## config.mk

```make
export PLATFORM = sky130hd
export DESIGN_NAME = wssd_ctrl
export DESIGN_NICKNAME = d
export VERILOG_FILES = /design/src/hdl/wssd_pkg.sv /design/src/hdl/wssd_ctrl.sv
export SDC_FILE = /design/constraint.sdc
export NUM_CORES = 1
export LEC_CHECK = 0
export BUFFER_PORTS_ARGS = -buffer_cell sky130_fd_sc_hd__buf_2
export CAP_MARGIN = 25
export CORE_ASPECT_RATIO = 0.8
export CORE_MARGIN = 2
export CORE_UTILIZATION = 45
export DETAILED_ROUTE_END_ITERATION = 8
export GPL_TIMING_DRIVEN = 0
export PLACE_DENSITY = 0.72
export SYNTH_ARGS = -nofsm -noshare
export SYNTH_HDL_FRONTEND = slang
export SYNTH_SLANG_ARGS = --single-unit
```

## constraint.sdc

```tcl
create_clock -name clock -period 1.9 [get_ports clock]
set_clock_uncertainty 0.05 [all_clocks]
set_input_delay 0.38 -clock clock [delete_from_list [all_inputs] [get_ports clock]]
set_output_delay 0.38 -clock clock [all_outputs]
set_load 0.02 [all_outputs]
```

## src/hdl/wssd_pkg.sv

```systemverilog
// Package for the windowed steady-state detector.
// Shared widths, codes, reset values and controller/datapath bundles. No dependencies.
package wssd_pkg;

   localparam int DEFAULT_RING_DEPTH = 64;
   localparam int TIME_W    = 32;
   localparam int FLUX_W    = 32;
   localparam int DEV_W     = 24;
   localparam int HELD_W    = 7;
   localparam int CSR_IDX_W = 1;
   localparam int CSR_DATA_W = 32;
   localparam int DIFF_W    = TIME_W + 2;          // signed time difference
   localparam int PROD_W    = 2 * (TIME_W + 1);    // (f + fprev) * dt
   localparam int ACC_W     = 80;                  // trapezoid sum, never wraps
   localparam int MD_W      = FLUX_W + DIFF_W;     // fmin/fmax times doubled span
   localparam int DEVD_W    = ACC_W + 2;
   localparam int CHUNK_W   = 27;
   localparam int CMP_W     = 106;

   localparam logic [DEV_W-1:0]  ALLOWED_DEV_RESET = 24'd3277;
   localparam logic [TIME_W-1:0] WINDOW_RESET      = 32'd1000;

   typedef enum logic [1:0] {
      VERDICT_CONTINUE   = 2'd0,
      VERDICT_NOT_STEADY = 2'd1,
      VERDICT_STEADY     = 2'd2,
      VERDICT_MEAN_ZERO  = 2'd3
   } verdict_type;

   typedef enum logic [CSR_IDX_W-1:0] {
      CSR_ALLOWED_DEV = 1'd0,
      CSR_WINDOW_SPAN = 1'd1
   } csr_index_type;

   typedef struct packed {
      logic        accept;
      logic        trim_adv;
      logic        span_load;
      logic        scan_start;
      logic        mul_en;
      logic        mul_max;
      logic        dev_load;
      logic        rh_en;
      logic [1:0]  rh_chunk;
      logic        cmp;
      logic        vload;
      verdict_type vcode;
      logic        out_load;
   } cmd_type;

   typedef struct packed {
      logic count_gt2;
      logic lt_win;
      logic gt_win;
      logic diff_pos;
      logic scan_done;
      logic s_zero;
      logic out_full;
   } status_type;

endpackage

```

## src/hdl/wssd_ctrl.sv

```systemverilog
// Controller state machine of the detector: sequences append, trim, scan and test.
// Depends on wssd_pkg.
module wssd_ctrl (
   input  logic                 clock,
   input  logic                 reset,
   input  logic                 req_fire,
   input  wssd_pkg::status_type status,
   output wssd_pkg::cmd_type    cmd,
   output logic                 idle
);
   typedef enum logic [11:0] {
      ST_IDLE = 12'b000000000001,
      ST_CHK  = 12'b000000000010,
      ST_TRIM = 12'b000000000100,
      ST_SCAN = 12'b000000001000,
      ST_ZCHK = 12'b000000010000,
      ST_MMAX = 12'b000000100000,
      ST_DEV  = 12'b000001000000,
      ST_RH0  = 12'b000010000000,
      ST_RH1  = 12'b000100000000,
      ST_RH2  = 12'b001000000000,
      ST_CMP  = 12'b010000000000,
      ST_FIN  = 12'b100000000000
   } state_type;

   state_type state_ff, state_in;
   logic      first_ff, first_in;

   always_comb begin
      state_in = state_ff;
      first_in = first_ff;
      cmd      = '0;
      cmd.vcode = wssd_pkg::VERDICT_CONTINUE;
      unique case (state_ff)
         ST_IDLE: begin
            if (req_fire) begin
               cmd.accept = 1'b1;
               state_in   = ST_CHK;
            end
         end
         ST_CHK: begin
            first_in = 1'b1;
            if (!status.count_gt2) begin
               cmd.vload = 1'b1;
               state_in  = ST_FIN;
            end else begin
               state_in = ST_TRIM;
            end
         end
         ST_TRIM: begin
            first_in = 1'b0;
            if (first_ff && status.lt_win) begin
               cmd.vload = 1'b1;
               state_in  = ST_FIN;
            end else if (status.count_gt2 && status.gt_win) begin
               cmd.trim_adv = 1'b1;
            end else if (!status.diff_pos) begin
               cmd.vload = 1'b1;
               cmd.vcode = wssd_pkg::VERDICT_MEAN_ZERO;
               state_in  = ST_FIN;
            end else begin
               cmd.span_load  = 1'b1;
               cmd.scan_start = 1'b1;
               state_in       = ST_SCAN;
            end
         end
         ST_SCAN: begin
            if (status.scan_done) begin
               state_in = ST_ZCHK;
            end
         end
         ST_ZCHK: begin
            if (status.s_zero) begin
               cmd.vload = 1'b1;
               cmd.vcode = wssd_pkg::VERDICT_MEAN_ZERO;
               state_in  = ST_FIN;
            end else begin
               cmd.mul_en = 1'b1;
               state_in   = ST_MMAX;
            end
         end
         ST_MMAX: begin
            cmd.mul_en  = 1'b1;
            cmd.mul_max = 1'b1;
            state_in    = ST_DEV;
         end
         ST_DEV: begin
            cmd.dev_load = 1'b1;
            state_in     = ST_RH0;
         end
         ST_RH0: begin
            cmd.rh_en    = 1'b1;
            cmd.rh_chunk = 2'd0;
            state_in     = ST_RH1;
         end
         ST_RH1: begin
            cmd.rh_en    = 1'b1;
            cmd.rh_chunk = 2'd1;
            state_in     = ST_RH2;
         end
         ST_RH2: begin
            cmd.rh_en    = 1'b1;
            cmd.rh_chunk = 2'd2;
            state_in     = ST_CMP;
         end
         ST_CMP: begin
            cmd.cmp  = 1'b1;
            state_in = ST_FIN;
         end
         ST_FIN: begin
            if (!status.out_full) begin
               cmd.out_load = 1'b1;
               state_in     = ST_IDLE;
            end
         end
         default: state_in = ST_IDLE;
      endcase
   end

   always_ff @(posedge clock) begin
      if (reset) begin
         state_ff <= ST_IDLE;
         first_ff <= 1'b0;
      end else begin
         state_ff <= state_in;
         first_ff <= first_in;
      end
   end

   assign idle = (state_ff == ST_IDLE);
endmodule

```

Word level (Yosys, flattened, before mapping)
Cells that the tools add are included.
Cells by class
  multiplexer cells: 33
  equality and inequality tests: 16
  reduce and logical (&&, ||, !) cells: 4
Operator list (number)
  $pmux 12 s12: 1
  $mux 12: 8
  $mux 3: 5
  $eq 12x1->1 const B: 1
  $eq 12x10->1 const B: 1
  $eq 12x11->1 const B: 1
  $eq 12x12->1 const B: 1
  $eq 12x2->1 const B: 1
  $eq 12x3->1 const B: 1
  $eq 12x4->1 const B: 1
  $eq 12x5->1 const B: 1
  $eq 12x6->1 const B: 1
  $eq 12x7->1 const B: 1
  $eq 12x8->1 const B: 1
  $eq 12x9->1 const B: 1
  $mux 1: 11
  $pmux 3 s3: 1
  $mux 2: 3
  $ne 2x2->1 const B: 3
  $pmux 1 s2: 2
  $pmux 2 s2: 1
  $reduce_and 4->1: 1
  $ne 3x3->1 const B: 1
  $pmux 1 s3: 1
  2 further kinds: 3
Storage, ports and cells
  flip-flop bits (word level): 13
  logic and storage cells: 55
  bits of input ports: 10
  output and inout bits: 16

Depth between registers and ports, before layout
  depth in word-level cells: 4
  depth in mapped cells: 7
  depth with buffers taken out: 5

Worst setup path before layout
Ideal clock, no wire load.
  kind: reg2out
  start point: reg state_ff[5]
  end point: out cmd[2] in the netlist's numbering
  buffers on the path: 2
  data required time: 1470 ps
  stages on the path, launching flop included: 8
  arrival time: 2221 ps
  slack: -751 ps
  cell sequence: dfxtp_1 -> clkbuf_1 -> nor4_2 -> nand2_1 -> nor2_1 -> nand2_1 -> o31ai_1 -> buf_4
RTL lines
  start: declaration: line wssd_ctrl.sv:26  | state_type state_ff, state_in;
  start signal: assignment: line wssd_ctrl.sv:125  | state_ff <= state_in;
  end: declaration: line wssd_ctrl.sv:8  | output wssd_pkg::cmd_type cmd,

==> results.ini <==
[status]
run_status = complete, but fails checks
failed_checks = setup timing

[yosys]
avgSynthCellArea_um2 = 7.675
postSynthCellCount = 119
postSynthNetCount = 129
combined_area_of_all_synthesized_cells_um2 = 913.4
synth.lib_cells_used.distinct = 42
ys_warn_count = 0
async_reset_ff_share_pct = 0
most_used_flip_flop_cell_after_synthesis = dfxtp_1
synth.yosys.seq_area_share_pct = 28.49
synth-seq-cells = 13
number_of_enable_type_register_cells_in_the_synthesized_netlist = 0

[worst_setup_path]
critical_path_class = register to output pin
cp-end-kind = output pin
path_buf_inv = 4
worst_path_largest_cell_delay_ns = 0.57
crit_slowest_cell = or4b_4
cell_type_with_the_highest_occurrence_count_on_the_critical_path = buf_6
cp_required_ns = 1.47
path_cells = or4b_4, nor2_4, buf_6, nand4_1, inv_2, buf_6, buf_6
worstSetupStartpointType = register
crit_family = simple AND/OR/NAND/NOR gates
cp_data_arrival_time_ns = 1.90
path_max_fanout = 5

[route]
routed-via-count = 1220
avgViaCountPerCell = 6.289
met3_wirelength_um = 351
drcViolationCount = 0
totalWireLength_mm = 3.543
drt.antenna.violating_nets = 0
uppermost_signal_routing_layer_after_detailed_routing = met4
drt-pass1-iter-count = 4
met2WireLength_mm = 1.656
route.detailed.wl_per_inst_um = 18.26
drt-met1-wl_mm = 1.460
initialDrtViolationCount = 51

[global_route]
global_route_wire_length_before_repair_mm = 5.016
vias_in_the_first_global_route = 1076
antenna_found_initial = 0
grt_max_degree = 10
grtUsageTotal_pct = 29.19
grt.overflow.total = 0

[floorplan]
rows = 14
core_um2 = 1892
dieWidth_um = 54.37
io_pins = 26
dieHeight_um = 44.30
design.die.area_um2 = 2408
initial_utilization_pct = 48.28

[finish]
antennaDiodeCount = 0
filler_cell_count = 108
layout-drive-gt1-share_pct = 60.59
non_filler_cells_in_the_finished_layout = 194
utilization_pct = 82.21
nets = 181
areaGrowthSynthToFinish_pct = 70.27
stdcell_area_um2 = 1555

[clock_network]
cts_tree = done
clock-root-buffer = clkbuf_4
clockBufferDepth = 2
cts-buffers-inserted = 3
insertion_delay_ns = 0.28
cts_sinks = 13
clk_pin_slew_ns = 0.09
cts-htree-levels = 1

[timing]
unrepaired_setup_endpoints_after_global_routing = yes
layout_setup_ws_ns = -0.4304
tns_ns = -6.181
fmax_mhz = 429.1
post-route-period-util_pct = 122.7
slew-limit-headroom_pct = 67.48
slew_viol_final = 0
worst-slew-pin-transition_ns = 0.4814
hold_slack_ns = 0.2672
hold_violations = 0
setup_failing_eps_final = 25
finalCriticalPeriod_ns = 2.330

[place]
dpl.hpwl_mm = 1.847
dpl.cell_count = 168
post-place-ws_ns = -0.3937
gp_congestion = 0.8648
portBuffers = 25
dpl-instance-area_um2 = 1157

[flow_run]
cap_violations = 0

[power_and_ir_drop]
max-vdd-ir-drop_v = 0.0005816
power_density_nw_per_um2 = 516.5
total_power_mw = 0.8033
power.leakage_nw = 0.6968

[min_path]
hp-class = input port to register

-- layout make-up --
| cell class | count | area [um2] | area share, % |
|---|---|---|---|
| tap | 24 | 30.03 | 1.931 |
| sequential | 13 | 289.0 | 18.58 |
| clock buffer | 4 | 26.28 | 1.689 |
| buffer | 2 | 22.52 | 1.448 |
| multi-input combinational | 91 | 737.0 | 47.39 |
| timing repair buffer | 54 | 427.9 | 27.51 |
| inverter | 6 | 22.52 | 1.448 |
-- layout by cell type, fill, tap and decap left out, drive strengths merged, types with 3 or more instances in the layout --
cell	count
nor4	6
nand2	9
nor3	7
nor2	18
o21ai	7
nand4b	3
a21oi	4
nand3	4
or4	3
nor4b	3
clkbuf	4
dfxtp	13
buf	56
inv	6
-- Yosys cell counts, types with 2 or more instances --
cell	number	share of area (%)
inv_1	6	2.5
xor2_1	2	1.9
xnor2_1	2	1.9
nand3_1	4	2.2
nand4_1	2	1.4
buf_4	4	3.3
nand2_1	9	3.7
o21ai_0	6	3.3
nor4_2	2	2.7
clkbuf_1	4	1.6
nor4_1	4	2.7
or4_1	2	1.6
nor3_1	7	3.8
dfxtp_1	13	28
nand4b_1	3	2.9
nor4b_1	3	2.9
a21oi_1	4	2.2
nor2_1	18	7.4
-- worst paths after layout --
check / from / to / slack, ns / cells after the start
min reg2reg: first_ff / first_ff / 0.53 / 2
max: state_ff[0] / cmd[12] / -0.43 / 7
min: reset / state_ff[3] / 0.27 / 2
max reg2reg: state_ff[0] / state_ff[4] / -0.11 / 6
-- registers in the layout, summed over array words and instances, names as in the netlist --
name	cells
first_ff	1
state_ff	12
-- where the power goes --
group | switching (mW) | internal, mW | total (mW) | leakage (nW)
combinational | 0.168 | 0.147 | 0.315 | 0.570
sequential | 0.0209 | 0.286 | 0.307 | 0.112
clock | 0.0997 | 0.0816 | 0.181 | 0.0150
total | 0.289 | 0.515 | 0.803 | 0.697
-- per-layer routing --
layer / up-vias / track usage, %
li1: 541 / -
met1: 598 / 37.37
met2: 69 / 49.16
met3: 12 / 8.108
met4: 0 / 5.500
met5: - / 0
-- timing repair --
action,CTS,global route
endpoints found under the setup margin,24,25
hold buffers,0,0
buffers inserted,24,5
pin swaps,19,11
resized for setup,54,8
-- cell families (layout without fill, tap and decap cells) --
logic type	after synthesis	in the layout	synth area share [%]
AO/OA/AOI/OAI	21	21	15.62
buffers and inverters	15	66	8.630
AND/OR/NAND/NOR	66	66	43.42
XOR/XNOR	4	4	3.836
flip-flops	13	13	28.49
No activity file was read; power rests on OpenSTA's default activity.
